<file path="config.mk">
export PLATFORM = sky130hd
export DESIGN_NAME = imu_bias_calibrate_and_correct
export DESIGN_NICKNAME = d
export VERILOG_FILES = /design/src/rtl/imu_bcc_pkg.sv /design/src/rtl/imu_bcc_ctrl.sv /design/src/rtl/imu_bcc_dp.sv /design/src/rtl/imu_bias_calibrate_and_correct.sv
export SDC_FILE = /design/constraint.sdc
export NUM_CORES = 1
export LEC_CHECK = 0
export ABC_CLOCK_PERIOD_IN_PS = 4100
export BUFFER_PORTS_ARGS = -buffer_cell sky130_fd_sc_hd__buf_2
export CELL_PAD_IN_SITES_DETAIL_PLACEMENT = 1
export CELL_PAD_IN_SITES_GLOBAL_PLACEMENT = 2
export CORE_ASPECT_RATIO = 1.4
export CORE_MARGIN = 2
export CORE_UTILIZATION = 37
export CTS_CLUSTER_DIAMETER = 30
export CTS_CLUSTER_SIZE = 40
export DETAILED_ROUTE_END_ITERATION = 8
export GPL_TIMING_DRIVEN = 1
export HOLD_SLACK_MARGIN = 0.1
export PLACE_DENSITY_LB_ADDON = 0.12
export SETUP_SLACK_MARGIN = 0.3
export SYNTH_ARGS = -nofsm -noshare
export SYNTH_HDL_FRONTEND = slang
export SYNTH_SLANG_ARGS = --single-unit
</file>
<file path="constraint.sdc">
create_clock -name clk -period 4.1 [get_ports clk]
set_clock_uncertainty 0.1 [all_clocks]
set_input_delay 0.205 -clock clk [delete_from_list [all_inputs] [get_ports clk]]
set_output_delay 0.205 -clock clk [all_outputs]
set_load 0.005 [all_outputs]
</file>
<file path="src/rtl/imu_bcc_pkg.sv">
// Shared types, codes and constants for the IMU bias calibrate and correct block.
`timescale 1ns / 1ps

package imu_bcc_pkg;

  // Axis and accumulator widths
  localparam int AXIS_W = 16;
  localparam int SUM_W  = 22;
  localparam int GRAV_W = 15;

  // Function codes carried on the input tuser
  localparam logic [1:0] FUNC_MEAS   = 2'd0;
  localparam logic [1:0] FUNC_CAL    = 2'd1;
  localparam logic [1:0] FUNC_FINISH = 2'd2;

  // Sensor tags
  localparam logic [1:0] SENS_GYRO  = 2'd0;
  localparam logic [1:0] SENS_ACCEL = 2'd1;
  localparam logic [1:0] SENS_MAG   = 2'd2;

  // Result kinds
  localparam logic [1:0] KIND_SAMPLE  = 2'd0;
  localparam logic [1:0] KIND_OFFSETS = 2'd1;
  localparam logic [1:0] KIND_EMPTY   = 2'd2;

  // Accelerometer full-scale codes
  localparam logic [2:0] RANGE_2G  = 3'd0;
  localparam logic [2:0] RANGE_4G  = 3'd1;
  localparam logic [2:0] RANGE_6G  = 3'd2;
  localparam logic [2:0] RANGE_8G  = 3'd3;
  localparam logic [2:0] RANGE_16G = 3'd4;

  typedef enum logic [1:0] {
    ST_IDLE,
    ST_EXEC,
    ST_DIV,
    ST_FIN
  } state_t;

  // Controller -> datapath commands
  typedef struct packed {
    logic accept;
    logic cal_upd;
    logic div_start;
    logic load_sample;
    logic load_empty;
    logic load_offsets;
    logic clear_sums;
  } cmd_t;

  // Datapath -> controller status
  typedef struct packed {
    logic [1:0] func;
    logic       finish_empty;
    logic       slot_free;
    logic       div_done;
  } status_t;

  // One g in counts for the selected full scale; unknown codes act as 16g
  function automatic logic [GRAV_W-1:0] gravity(input logic [2:0] range);
    logic [GRAV_W-1:0] g;
    case (range)
      RANGE_2G:  g = GRAV_W'(16384);
      RANGE_4G:  g = GRAV_W'(8192);
      RANGE_6G:  g = GRAV_W'(5461);
      RANGE_8G:  g = GRAV_W'(4096);
      RANGE_16G: g = GRAV_W'(2048);
      default:   g = GRAV_W'(2048);
    endcase
    return g;
  endfunction

endpackage

</file>
<file path="src/rtl/imu_bcc_ctrl.sv">
// Sequencing state machine for the IMU bias calibrate and correct block.
`timescale 1ns / 1ps

module imu_bcc_ctrl
  import imu_bcc_pkg::*;
(
  input  logic    clk,
  input  logic    rst,
  input  logic    in_valid,
  input  status_t sts,
  output cmd_t    cmd
);

  state_t state;
  state_t state_next;

  always_ff @(posedge clk) begin
    if (rst) begin
      state <= ST_IDLE;
    end else begin
      state <= state_next;
    end
  end

  always_comb begin
    state_next = state;
    case (state)
      ST_IDLE: begin
        if (in_valid) state_next = ST_EXEC;
      end
      ST_EXEC: begin
        case (sts.func)
          FUNC_MEAS: begin
            if (sts.slot_free) state_next = ST_IDLE;
          end
          FUNC_CAL: state_next = ST_IDLE;
          FUNC_FINISH: begin
            if (!sts.finish_empty) state_next = ST_DIV;
            else if (sts.slot_free) state_next = ST_IDLE;
          end
          default: state_next = ST_IDLE;
        endcase
      end
      ST_DIV: begin
        if (sts.div_done) state_next = ST_FIN;
      end
      ST_FIN: begin
        if (sts.slot_free) state_next = ST_IDLE;
      end
      default: state_next = ST_IDLE;
    endcase
  end

  always_comb begin
    cmd = '0;
    case (state)
      ST_IDLE: cmd.accept = 1'b1;
      ST_EXEC: begin
        case (sts.func)
          FUNC_MEAS: cmd.load_sample = sts.slot_free;
          FUNC_CAL:  cmd.cal_upd = 1'b1;
          FUNC_FINISH: begin
            if (!sts.finish_empty) begin
              cmd.div_start = 1'b1;
            end else if (sts.slot_free) begin
              cmd.load_empty = 1'b1;
              cmd.clear_sums = 1'b1;
            end
          end
          default: cmd = '0;
        endcase
      end
      ST_DIV: cmd = '0;
      ST_FIN: begin
        if (sts.slot_free) begin
          cmd.load_offsets = 1'b1;
          cmd.clear_sums   = 1'b1;
        end
      end
      default: cmd = '0;
    endcase
  end

endmodule

</file>
<file path="src/rtl/imu_bcc_dp.sv">
// Datapath: input latch, accumulators, offset store, shared divider, output register.
`timescale 1ns / 1ps

module imu_bcc_dp
  import imu_bcc_pkg::*;
#(
  parameter int MAX_SAMPLES = 31
) (
  input  logic              clk,
  input  logic              rst,
  input  cmd_t              cmd,
  output status_t           sts,
  // input item
  input  logic              in_valid,
  input  logic [1:0]        in_func,
  input  logic [1:0]        in_sel,
  input  logic [AXIS_W-1:0] in_x,
  input  logic [AXIS_W-1:0] in_y,
  input  logic [AXIS_W-1:0] in_z,
  // configuration
  input  logic              cfg_we,
  input  logic [2:0]        cfg_range,
  // result item
  input  logic              out_ready,
  output logic              out_valid,
  output logic [1:0]        out_kind,
  output logic [1:0]        out_sens,
  output logic [AXIS_W-1:0] out_x,
  output logic [AXIS_W-1:0] out_y,
  output logic [AXIS_W-1:0] out_z
);

  localparam int CNT_W   = $clog2(MAX_SAMPLES + 1);
  localparam int DIVC_W  = $clog2(SUM_W);
  localparam int NAX     = 3;

  // latched item
  logic [1:0]        func_q;
  logic [1:0]        sel_q;
  logic [AXIS_W-1:0] ax_q [NAX];

  logic [2:0]        range;
  logic [SUM_W-1:0]  sum [NAX];
  logic [CNT_W-1:0]  count;
  logic              cal_sens;
  logic [AXIS_W-1:0] gyro_off [NAX];
  logic [AXIS_W-1:0] acc_off  [NAX];

  // divider lanes
  logic [SUM_W-1:0]  dq   [NAX];
  logic [CNT_W-1:0]  rem  [NAX];
  logic              neg  [NAX];
  logic [CNT_W:0]    trial [NAX];
  logic              div_busy;
  logic [DIVC_W-1:0] div_cnt;

  logic [SUM_W-1:0]  addend [NAX];
  logic [SUM_W-1:0]  quot   [NAX];
  logic [AXIS_W-1:0] sel_off [NAX];
  logic              restart;
  logic              take;
  logic              cal_ok;
  logic              out_load;

  always_ff @(posedge clk) begin
    if (cmd.accept && in_valid) begin
      func_q   <= in_func;
      sel_q    <= in_sel;
      ax_q[0]  <= in_x;
      ax_q[1]  <= in_y;
      ax_q[2]  <= in_z;
    end
  end

  always_ff @(posedge clk) begin
    if (rst) begin
      range <= RANGE_4G;
    end else if (cfg_we) begin
      range <= cfg_range;
    end
  end

  // Sample terms; accelerometer z carries one g
  always_comb begin
    for (int i = 0; i < NAX; i++) begin
      addend[i] = {{(SUM_W-AXIS_W){ax_q[i][AXIS_W-1]}}, ax_q[i]};
    end
    if (sel_q == SENS_ACCEL) begin
      addend[2] = addend[2] + SUM_W'(gravity(range));
    end
  end

  assign cal_ok  = (sel_q == SENS_GYRO) || (sel_q == SENS_ACCEL);
  assign restart = sel_q[0] != cal_sens;
  assign take    = restart || (count < CNT_W'(MAX_SAMPLES));

  always_ff @(posedge clk) begin
    if (rst) begin
      for (int i = 0; i < NAX; i++) sum[i] <= '0;
      count    <= '0;
      cal_sens <= 1'b0;
    end else if (cmd.clear_sums) begin
      for (int i = 0; i < NAX; i++) sum[i] <= '0;
      count <= '0;
    end else if (cmd.cal_upd && cal_ok) begin
      cal_sens <= sel_q[0];
      if (restart) begin
        for (int i = 0; i < NAX; i++) sum[i] <= addend[i];
        count <= CNT_W'(1);
      end else if (take) begin
        for (int i = 0; i < NAX; i++) sum[i] <= sum[i] + addend[i];
        count <= count + CNT_W'(1);
      end
    end
  end

  // Restoring division of |sum| by count, one quotient bit per cycle per lane
  always_comb begin
    for (int i = 0; i < NAX; i++) begin
      trial[i] = {rem[i], dq[i][SUM_W-1]};
      quot[i]  = neg[i] ? (~dq[i] + SUM_W'(1)) : dq[i];
    end
  end

  always_ff @(posedge clk) begin
    if (rst) begin
      div_busy <= 1'b0;
      div_cnt  <= '0;
    end else if (cmd.div_start) begin
      div_busy <= 1'b1;
      div_cnt  <= '0;
    end else if (div_busy) begin
      div_cnt <= div_cnt + DIVC_W'(1);
      if (div_cnt == DIVC_W'(SUM_W - 1)) div_busy <= 1'b0;
    end
  end

  always_ff @(posedge clk) begin
    if (cmd.div_start) begin
      for (int i = 0; i < NAX; i++) begin
        neg[i] <= sum[i][SUM_W-1];
        dq[i]  <= sum[i][SUM_W-1] ? (~sum[i] + SUM_W'(1)) : sum[i];
        rem[i] <= '0;
      end
    end else if (div_busy) begin
      for (int i = 0; i < NAX; i++) begin
        if (trial[i] >= {1'b0, count}) begin
          rem[i] <= CNT_W'(trial[i] - {1'b0, count});
          dq[i]  <= {dq[i][SUM_W-2:0], 1'b1};
        end else begin
          rem[i] <= trial[i][CNT_W-1:0];
          dq[i]  <= {dq[i][SUM_W-2:0], 1'b0};
        end
      end
    end
  end

  // Offset store
  always_ff @(posedge clk) begin
    if (rst) begin
      for (int i = 0; i < NAX; i++) begin
        gyro_off[i] <= '0;
        acc_off[i]  <= '0;
      end
    end else if (cmd.load_offsets) begin
      for (int i = 0; i < NAX; i++) begin
        if (sel_q == SENS_GYRO) gyro_off[i] <= quot[i][AXIS_W-1:0];
        else                    acc_off[i]  <= quot[i][AXIS_W-1:0];
      end
    end
  end

  always_comb begin
    for (int i = 0; i < NAX; i++) begin
      case (sel_q)
        SENS_GYRO:  sel_off[i] = gyro_off[i];
        SENS_ACCEL: sel_off[i] = acc_off[i];
        default:    sel_off[i] = '0;
      endcase
    end
  end

  // Output register
  assign out_load = cmd.load_sample || cmd.load_empty || cmd.load_offsets;

  always_ff @(posedge clk) begin
    if (rst) begin
      out_valid <= 1'b0;
    end else if (out_load) begin
      out_valid <= 1'b1;
    end else if (out_ready) begin
      out_valid <= 1'b0;
    end
  end

  always_ff @(posedge clk) begin
    if (cmd.load_sample) begin
      out_kind <= KIND_SAMPLE;
      out_sens <= sel_q;
      out_x    <= ax_q[0] - sel_off[0];
      out_y    <= ax_q[1] - sel_off[1];
      out_z    <= ax_q[2] - sel_off[2];
    end else if (cmd.load_empty) begin
      out_kind <= KIND_EMPTY;
      out_sens <= sel_q;
      out_x    <= '0;
      out_y    <= '0;
      out_z    <= '0;
    end else if (cmd.load_offsets) begin
      out_kind <= KIND_OFFSETS;
      out_sens <= sel_q;
      out_x    <= quot[0][AXIS_W-1:0];
      out_y    <= quot[1][AXIS_W-1:0];
      out_z    <= quot[2][AXIS_W-1:0];
    end
  end

  assign sts.func         = func_q;
  assign sts.finish_empty = (count == '0) || !cal_ok || restart;
  assign sts.slot_free    = !out_valid || out_ready;
  assign sts.div_done     = div_busy && (div_cnt == DIVC_W'(SUM_W - 1));

endmodule

</file>
<file path="src/rtl/imu_bias_calibrate_and_correct.sv">
// Top level of the IMU bias calibrate and correct block.
`timescale 1ns / 1ps
// Usage:
//   s_axis carries one three-axis reading per transfer, tagged in tuser with a
//   function (measure, calibration sample, finish) and a sensor. m_axis carries
//   corrected samples, freshly installed offsets, or an "empty calibration"
//   report. cfg is a plain write channel for the accelerometer range code,
//   always ready; write it only while the block is idle.
// Timing:
//   Each item is taken in the idle state (s_axis_tready high) and then run in the
//   execute state, so the block takes no new item until the last one is done.
//   A measurement result is loaded into the output register from the execute
//   state once that register is free, and can then leave on m_axis. A finish
//   item with samples runs the shared 22-step restoring divider (all three axes
//   side by side, one quotient bit per cycle); its offsets load from the finish
//   state once the output register is free, and only then is the next item taken.
// Stall: the result sits in an output register; the next item is taken while it
//   waits, and only an item that needs the output register waits for it.
// Reset: sums, count, offsets cleared, range code back to 4g, output empty.

module imu_bias_calibrate_and_correct
  import imu_bcc_pkg::*;
#(
  parameter int MAX_SAMPLES = 31
) (
  input  logic        clk,
  input  logic        rst,
  // input items
  input  logic        s_axis_tvalid,
  output logic        s_axis_tready,
  input  logic [47:0] s_axis_tdata,   // axis_x_in, axis_y_in, axis_z_in
  input  logic [3:0]  s_axis_tuser,   // func, sensor_sel
  // results
  output logic        m_axis_tvalid,
  input  logic        m_axis_tready,
  output logic [47:0] m_axis_tdata,   // axis_x_out, axis_y_out, axis_z_out
  output logic [3:0]  m_axis_tuser,   // result_kind, sensor_out
  // range register write
  input  logic        cfg_valid,
  output logic        cfg_ready,
  input  logic [2:0]  cfg_data
);

  cmd_t    cmd;
  status_t sts;

  assign cfg_ready     = 1'b1;
  assign s_axis_tready = cmd.accept;

  imu_bcc_ctrl u_ctrl (
    .clk      (clk),
    .rst      (rst),
    .in_valid (s_axis_tvalid),
    .sts      (sts),
    .cmd      (cmd)
  );

  imu_bcc_dp #(
    .MAX_SAMPLES (MAX_SAMPLES)
  ) u_dp (
    .clk       (clk),
    .rst       (rst),
    .cmd       (cmd),
    .sts       (sts),
    .in_valid  (s_axis_tvalid),
    .in_func   (s_axis_tuser[1:0]),
    .in_sel    (s_axis_tuser[3:2]),
    .in_x      (s_axis_tdata[15:0]),
    .in_y      (s_axis_tdata[31:16]),
    .in_z      (s_axis_tdata[47:32]),
    .cfg_we    (cfg_valid && cfg_ready),
    .cfg_range (cfg_data),
    .out_ready (m_axis_tready),
    .out_valid (m_axis_tvalid),
    .out_kind  (m_axis_tuser[1:0]),
    .out_sens  (m_axis_tuser[3:2]),
    .out_x     (m_axis_tdata[15:0]),
    .out_y     (m_axis_tdata[31:16]),
    .out_z     (m_axis_tdata[47:32])
  );

  // A result is never written over one that has not been taken
  a_no_overwrite: assert property (@(posedge clk) disable iff (rst)
    (cmd.load_sample || cmd.load_empty || cmd.load_offsets) |-> sts.slot_free)
    else $error("output register loaded while holding an untaken result");

  // At most one result load per cycle
  a_one_load: assert property (@(posedge clk) disable iff (rst)
    $countones({cmd.load_sample, cmd.load_empty, cmd.load_offsets}) <= 1)
    else $error("more than one result load in a cycle");

  // After a transfer in, the block is busy executing that item
  a_one_item: assert property (@(posedge clk) disable iff (rst)
    (s_axis_tvalid && s_axis_tready) |=> !s_axis_tready)
    else $error("new item taken while previous item still executing");

  // A divider start is not followed directly by another start or by an offset install
  a_div_seq: assert property (@(posedge clk) disable iff (rst)
    cmd.div_start |=> !cmd.div_start && !cmd.load_offsets)
    else $error("divider start sequence broken");

endmodule
</file>
Word-level counts from Yosys, hierarchy flattened
Memories as Yosys holds them, arrays and structs flattened. Index checks and enable logic that the tools add are counted.

$add $sub $neg: 18. Order comparisons: 4. Equal/unequal tests: 13. Multiplexer cells: 129. Bitwise logic cells: 34. Reduce and logical (&&, ||, !) cells: 27.

Operator list (number): $mux 22 (19); $mux 16 (18); $pmux 16 s2 (3); $add 22x1->22 const B (3); $add 22x22->22 (3); $not 22->22 (3); $mux 1 (65); $pmux 15 s4 (1); $add 16x1->16 const B (3); $not 16->16 (3); $sub 16x16->16 (3); $mux 5 (8); $or 1x1->1 (27); $mux 2 (10); $ge 6x5->1 (3); $add 16x16->17 (1); $mux 15 (1); $sub 5x5->5 (3); $add 5x1->5 const B (2); $pmux 2 s2 (2); $pmux 2 s4 (1); $logic_or 1x1->1 (7); $eq 2x1->1 const B (3); $eq 2x2->1 const B (3); other kinds (17) (30).

Register bits: 74. RAM bits: 294. Input port bits: 60. Output and inout port bits: 55. Logic and storage cells: 247. Memories kept: 7.

Memories: u_dp.dq (depth 3, bits a word 22, read ports 3, clocked after Yosys merged registers in 0, wr ports 3, line imu_bcc_dp.sv:50) `logic [SUM_W-1:0] dq [NAX];`; u_dp.sum (depth 3, bits a word 22, read ports 3, clocked after Yosys merged registers in 0, wr ports 3, line imu_bcc_dp.sv:43) `logic [SUM_W-1:0] sum [NAX];`; u_dp.acc_off (depth 3, bits a word 16, read ports 3, clocked after Yosys merged registers in 0, wr ports 3, line imu_bcc_dp.sv:47) `logic [AXIS_W-1:0] acc_off [NAX];`; u_dp.ax_q (depth 3, bits a word 16, read ports 3, clocked after Yosys merged registers in 0, wr ports 3, line imu_bcc_dp.sv:40) `logic [AXIS_W-1:0] ax_q [NAX];`; u_dp.gyro_off (depth 3, bits a word 16, read ports 3, clocked after Yosys merged registers in 0, wr ports 3, line imu_bcc_dp.sv:46) `logic [AXIS_W-1:0] gyro_off [NAX];`; u_dp.rem (depth 3, bits a word 5, read ports 3, clocked after Yosys merged registers in 0, wr ports 3, line imu_bcc_dp.sv:51) `logic [CNT_W-1:0] rem [NAX];`; +1 memories.

Logic depth before layout (Yosys ltp)
Depth after elaboration: 15. Depth in mapped cells: 20. Gate-level depth less buffers: 19.

Hierarchy
A second synthesis with hierarchy kept.

Cell total of the unflattened synthesis: 2217. Area total of the unflattened synthesis: 22973.3 um^2.

By module, submodules not included: imu_bcc_dp (times used 1, cells each 2195, area an instance 22799.4 um^2, sequential area each 10800.4 um^2); imu_bcc_ctrl (times used 1, cells each 20, area an instance 162.7 um^2, sequential area each 40.0 um^2); imu_bias_calibrate_and_correct (times used 1, cells each 2, area an instance 11.3 um^2, sequential area each 0.0 um^2).

Least setup slack after synthesis
OpenSTA, ideal clock, no wires.

Path kind: register to register. Start: register u_dp.range[1]. End: memory u_dp.sum[2][20], in the netlist u_dp.sum[0][64], data pin. Library setup time: 0.268 ns. Data arrival time: 4.085 ns. Data required time: 3.732 ns. Slack: -0.353 ns. Stages on the path, launching flop included: 20. Buffers on the path: 1. Period minus slack after synthesis: 4.453 ns. Path through: dfxtp_1 -> nor3b_1 -> clkbuf_1 -> and2_1 -> ha_1 -> and3_1 -> nand3_1 -> o21bai_1 -> a21o_1 -> a21oi_1 -> o2111a_1 -> a221o_1 -> ha_1 -> a2111oi_0 -> o221ai_1 -> a41oi_1 -> o21bai_1 -> a21oi_1 -> xor2_1 -> o21ai_0.

RTL lines: from (decl) (line imu_bcc_dp.sv:42) `logic [2:0] range;`; from (signal assigned) (line imu_bcc_dp.sv:79) `range <= cfg_range;`; to (decl) (line imu_bcc_dp.sv:43).

==> impl_table.tex <==
\begin{tabular}{lr}
\hline
Metric & Value \\
\hline
\multicolumn{2}{l}{\textbf{Die}} \\
\quad Core outline area & 61,000 um\^{}2 \\
\quad Effective utilization at floorplan & 37.5\% \\
\quad I/O pin cnt & 115 \\
\quad Number of rows in the core area & 107 \\
\quad Y dimension of the die & 298 um \\
\quad Horizontal extent of the die & 214 um \\
\quad Die outline area & 63,900 um\^{}2 \\
\multicolumn{2}{l}{\textbf{Detailed routing}} \\
\quad Vias per cell & 5.46 \\
\quad Routed wire length per instance & 21.8 um \\
\quad Via Count & 18,600 \\
\quad Starting DRC count in detailed routing & 885 \\
\quad Final wirelength & 74,300 um \\
\quad Number of nets with antenna violations after detailed routing & 0 \\
\quad First-pass iteration count of the detailed router & 4 \\
\quad Residual DRC count & 0 \\
\multicolumn{2}{l}{\textbf{Timing}} \\
\quad Measured slew at the worst slew-check pin & 1.03 ns \\
\quad RSZ-0062 raised after global routing & yes \\
\quad Final critical-path required period & 4.01 ns \\
\quad Max Transition Viols Final & 0 \\
\quad Max transition margin & 31.4\% \\
\quad Setup TNS Final & 0 ns \\
\quad Final period utilization & 97.7\% \\
\quad Final setup vio count & 0 \\
\quad Top achievable clock speed & 250 MHz \\
\quad Endpoints failing hold & 0 \\
\multicolumn{2}{l}{\textbf{Pwr}} \\
\quad Power density normalized to cell area & 460 nW/um\^{}2 \\
\quad Worst ir drop on vdd & 0.341 mV \\
\quad Leakage & 11.5 nW \\
\multicolumn{2}{l}{\textbf{GRT}} \\
\quad First-pass GRT wire length & 114,000 um \\
\quad GRT Resource Usage Total & 23.2\% \\
\quad Initial antenna violation count & 0 \\
\quad Largest net degree at the start of global routing & 53 \\
\quad Via count of the first global-routing pass & 20,100 \\
\quad Total overflow reported by the global router & 0 \\
\multicolumn{2}{l}{\textbf{Placed design}} \\
\quad Number of port buffers & 113 \\
\quad Final weighted congestion of routability-driven global placement & 0.817 \\
\quad Post-DP HPWL & 53,400 um \\
\multicolumn{2}{l}{\textbf{CTS}} \\
\quad H-tree depth & 3 \\
\quad Clock Root Buffer & sky130\_fd\_sc\_hd\_\_clkbuf\_16 \\
\quad Num CTS Buffers & 93 \\
\quad Buffers from clock root to sink, at most & 3 \\
\quad Clock latency on the worst-skew pair & 0.64 ns \\
\quad TritonCTS Sinks & 368 \\
\quad Clock transition at path regs & 0.06 ns \\
\quad Clock tree from TritonCTS & done \\
\multicolumn{2}{l}{\textbf{Logic synthesis}} \\
\quad Synthesized net count & 2,432 \\
\quad Warnings, synthesis & 0 \\
\quad Multiplexer share of the synthesized area & 2.80\% \\
\quad Cells after Synth & 2,221 \\
\quad Post-synth EDFFs & 347 \\
\quad Adder-cell share of the synthesized area & 8.55\% \\
\quad Top flip-flop cell by instance count after synthesis & sky130\_fd\_sc\_hd\_\_edfxtp\_1 \\
\quad Synthesized area per cell & 10.3 um\^{}2 \\
\quad Dominant combinational cell family by area after synthesis & compound AO/OA/AOI/OAI gates \\
\quad Share of the synthesized area in compound gates (AO/OA/AOI/OAI) & 15.7\% \\
\quad Post-Syn Area & 22,900 um\^{}2 \\
\quad Async set-reset flop share out of synthesis & 0\% \\
\quad Number of distinct library cell variants in the gate-level netlist after synthesis & 80 \\
\quad Sequential cell area fraction in the yosys report & 47.3\% \\
\quad Post-Synth XOR/XNOR Area & 8.03\% \\
\quad Number of register bits inferred by synthesis & 368 \\
\quad Simple-gate area share of the yosys netlist & 15.0\% \\
\multicolumn{2}{l}{\textbf{Critical path}} \\
\quad Kind of capture point of the worst setup path & register \\
\quad CP max FO & 5 \\
\quad Startpoint Class & register \\
\quad Register-to-register setup slack & 0.09 ns \\
\quad Number of cells on the worst reg-to-reg path & 19 \\
\quad Worst path arrival time & 4.28 ns \\
\quad Crit path kind & reg2reg \\
\quad Required arrival time at the worst endpoint & 4.37 ns \\
\multicolumn{2}{l}{\textbf{Hold path}} \\
\quad Cell count of the worst hold path & 2 \\
\quad Tightest Hold Check Type & in2reg \\
\multicolumn{2}{l}{\textbf{Finish}} \\
\quad Most common cell after layout, fill and taps aside & sky130\_fd\_sc\_hd\_\_edfxtp\_1 \\
\quad Area overhead of the layout relative to synthesis & 27.8\% \\
\quad Post-route core utilization & 47.9\% \\
\quad Top library cells by usage in the layout, fill and taps aside & sky130\_fd\_sc\_hd\_\_edfxtp\_1 (347), sky130\_fd\_sc\_hd\_\_nor2\_1 (246), sky130\_fd\_sc\_hd\_\_nand2\_1 (152) \\
\quad Share of final-layout standard cells stronger than drive strength 1 & 18.6\% \\
\quad Number of nets at the end of the flow & 2,718 \\
\multicolumn{2}{l}{\textbf{Flow run}} \\
\quad Max Cap Violations & 0 \\
\multicolumn{2}{l}{\textbf{Run status}} \\
\quad Run status & finished clean \\
\hline
\end{tabular}
-- layer usage --
layer / up-vias / global-route usage, % / wire length, um
li1: 8837 / - / -
met1: 9193 / 26.5 / 30300
met2: 354 / 41.8 / 37900
met3: 195 / 3.46 / 2560
met4: 0 / 12.3 / 3530
met5: - / 0 / 0
-- final cells by class --
cell class	count	area, um^2
multi-input cells	1697	11800
clock buffers	110	2480
diodes	1	2.50
well taps	817	1020
fillers	6665	31800
repair buffers	276	2150
flip-flops and latches	368	10800
clock inverters	65	713
inverters	71	267
-- per-stage QoR --
stage,hold WS (ns),setup slack (ns),instances,total power [W],instance area (um^2)
after floorplan,0.204,0.228,2221,0.00545,23000
after global placement,0.283,0.0514,3145,0.00588,25100
after detailed placement,0.283,0.0210,3145,0.00592,25100
after CTS,0.134,0.0488,3395,0.0135,29000
after global routing,0.152,-0.137,3404,0.0140,29300
final,0.170,0.0935,3405,0.0134,29300
-- cells by family after synthesis --
logic type	Yosys count
fa+ha+maj	151
simple gates	712
buf+inv	156
xor+xnor	210
compound gates	559
other cells	1
mux	64
flops	368
-- Yosys cell counts (all sizes together) (16+ instances only) --
master,n,area share [%]
inv,71,1.2
a21oi,128,2.8
o31ai,43,1.5
nor2b,24,0.66
mux2i,64,2.8
nor3,40,0.87
nand2,156,2.6
a21o,28,0.92
a22o,16,0.61
nand4,16,0.44
xnor2,77,2.9
dfxtp,21,1.8
buf,20,0.38
o21a,19,0.62
xor2,133,5.1
nand3,53,1.2
or2,53,1.5
o22ai,41,1.1
nand2b,31,0.85
clkbuf,65,1.1
nor2,249,4.1
ha,142,7.8
o21ai,155,3.4
or3,25,0.70
edfxtp,347,46
-- flip-flops by register name, indices dropped and copies added (netlist names), 5 cells and up --
register,cells
u_dp.sum,66
u_dp.acc_off,48
u_dp.count,5
u_dp.out_z,16
u_dp.ax_q,48
u_dp.gyro_off,48
u_dp.out_y,16
u_dp.rem,15
u_dp.div_cnt,5
u_dp.out_x,16
u_dp.dq,66
-- timing repair --
| item | CTS | global route |
|---|---|---|
| endpoints found under the hold margin | 64 | 0 |
| gates resized for setup | 8 | 35 |
| pin swaps | 16 | 22 |
| cloned | 0 | 1 |
| hold buffers | 64 | 0 |
| buffers inserted | 11 | 8 |
| setup endpoints to repair | 10 | 21 |
-- worst max-delay path: stages (launching register included) --
cell                       delay (ns)
sky130_fd_sc_hd__dfxtp_4         0.36
sky130_fd_sc_hd__nor3b_4         0.23
sky130_fd_sc_hd__and2_4          0.18
sky130_fd_sc_hd__ha_4            0.14
sky130_fd_sc_hd__and3_4          0.21
sky130_fd_sc_hd__nand3_4         0.09
sky130_fd_sc_hd__o21bai_4        0.13
sky130_fd_sc_hd__a21o_1          0.16
sky130_fd_sc_hd__a21oi_2         0.08
sky130_fd_sc_hd__o2111a_1        0.26
sky130_fd_sc_hd__a221o_1         0.33
sky130_fd_sc_hd__ha_4            0.30
sky130_fd_sc_hd__buf_4           0.16
sky130_fd_sc_hd__a21oi_2         0.19
sky130_fd_sc_hd__a21oi_4         0.09
sky130_fd_sc_hd__a41oi_2         0.22
sky130_fd_sc_hd__o21bai_1        0.10
sky130_fd_sc_hd__a21oi_1         0.16
sky130_fd_sc_hd__xor2_1          0.16
sky130_fd_sc_hd__o21ai_1         0.08
-- power by group --
part	leakage (nW)	switching, W	internal [W]	total (W)
Sequential	3.56	0.000152	0.00426	0.00442
Clock	1.56	0.00240	0.00507	0.00747
Combinational	6.41	0.000860	0.000692	0.00155
Total	11.5	0.00342	0.0100	0.0134
-- final timing paths --
kind | from | endpoint
setup / recovery | u_dp.range[0] | u_dp.sum[0][64]
hold / removal | s_axis_tdata[45] | u_dp.ax_q[0][45]
setup reg to reg | u_dp.range[0] | u_dp.sum[0][64]
hold reg to reg | u_dp.out_kind[0] | u_dp.out_kind[0]
No activity file was read; power rests on OpenSTA's default activity.
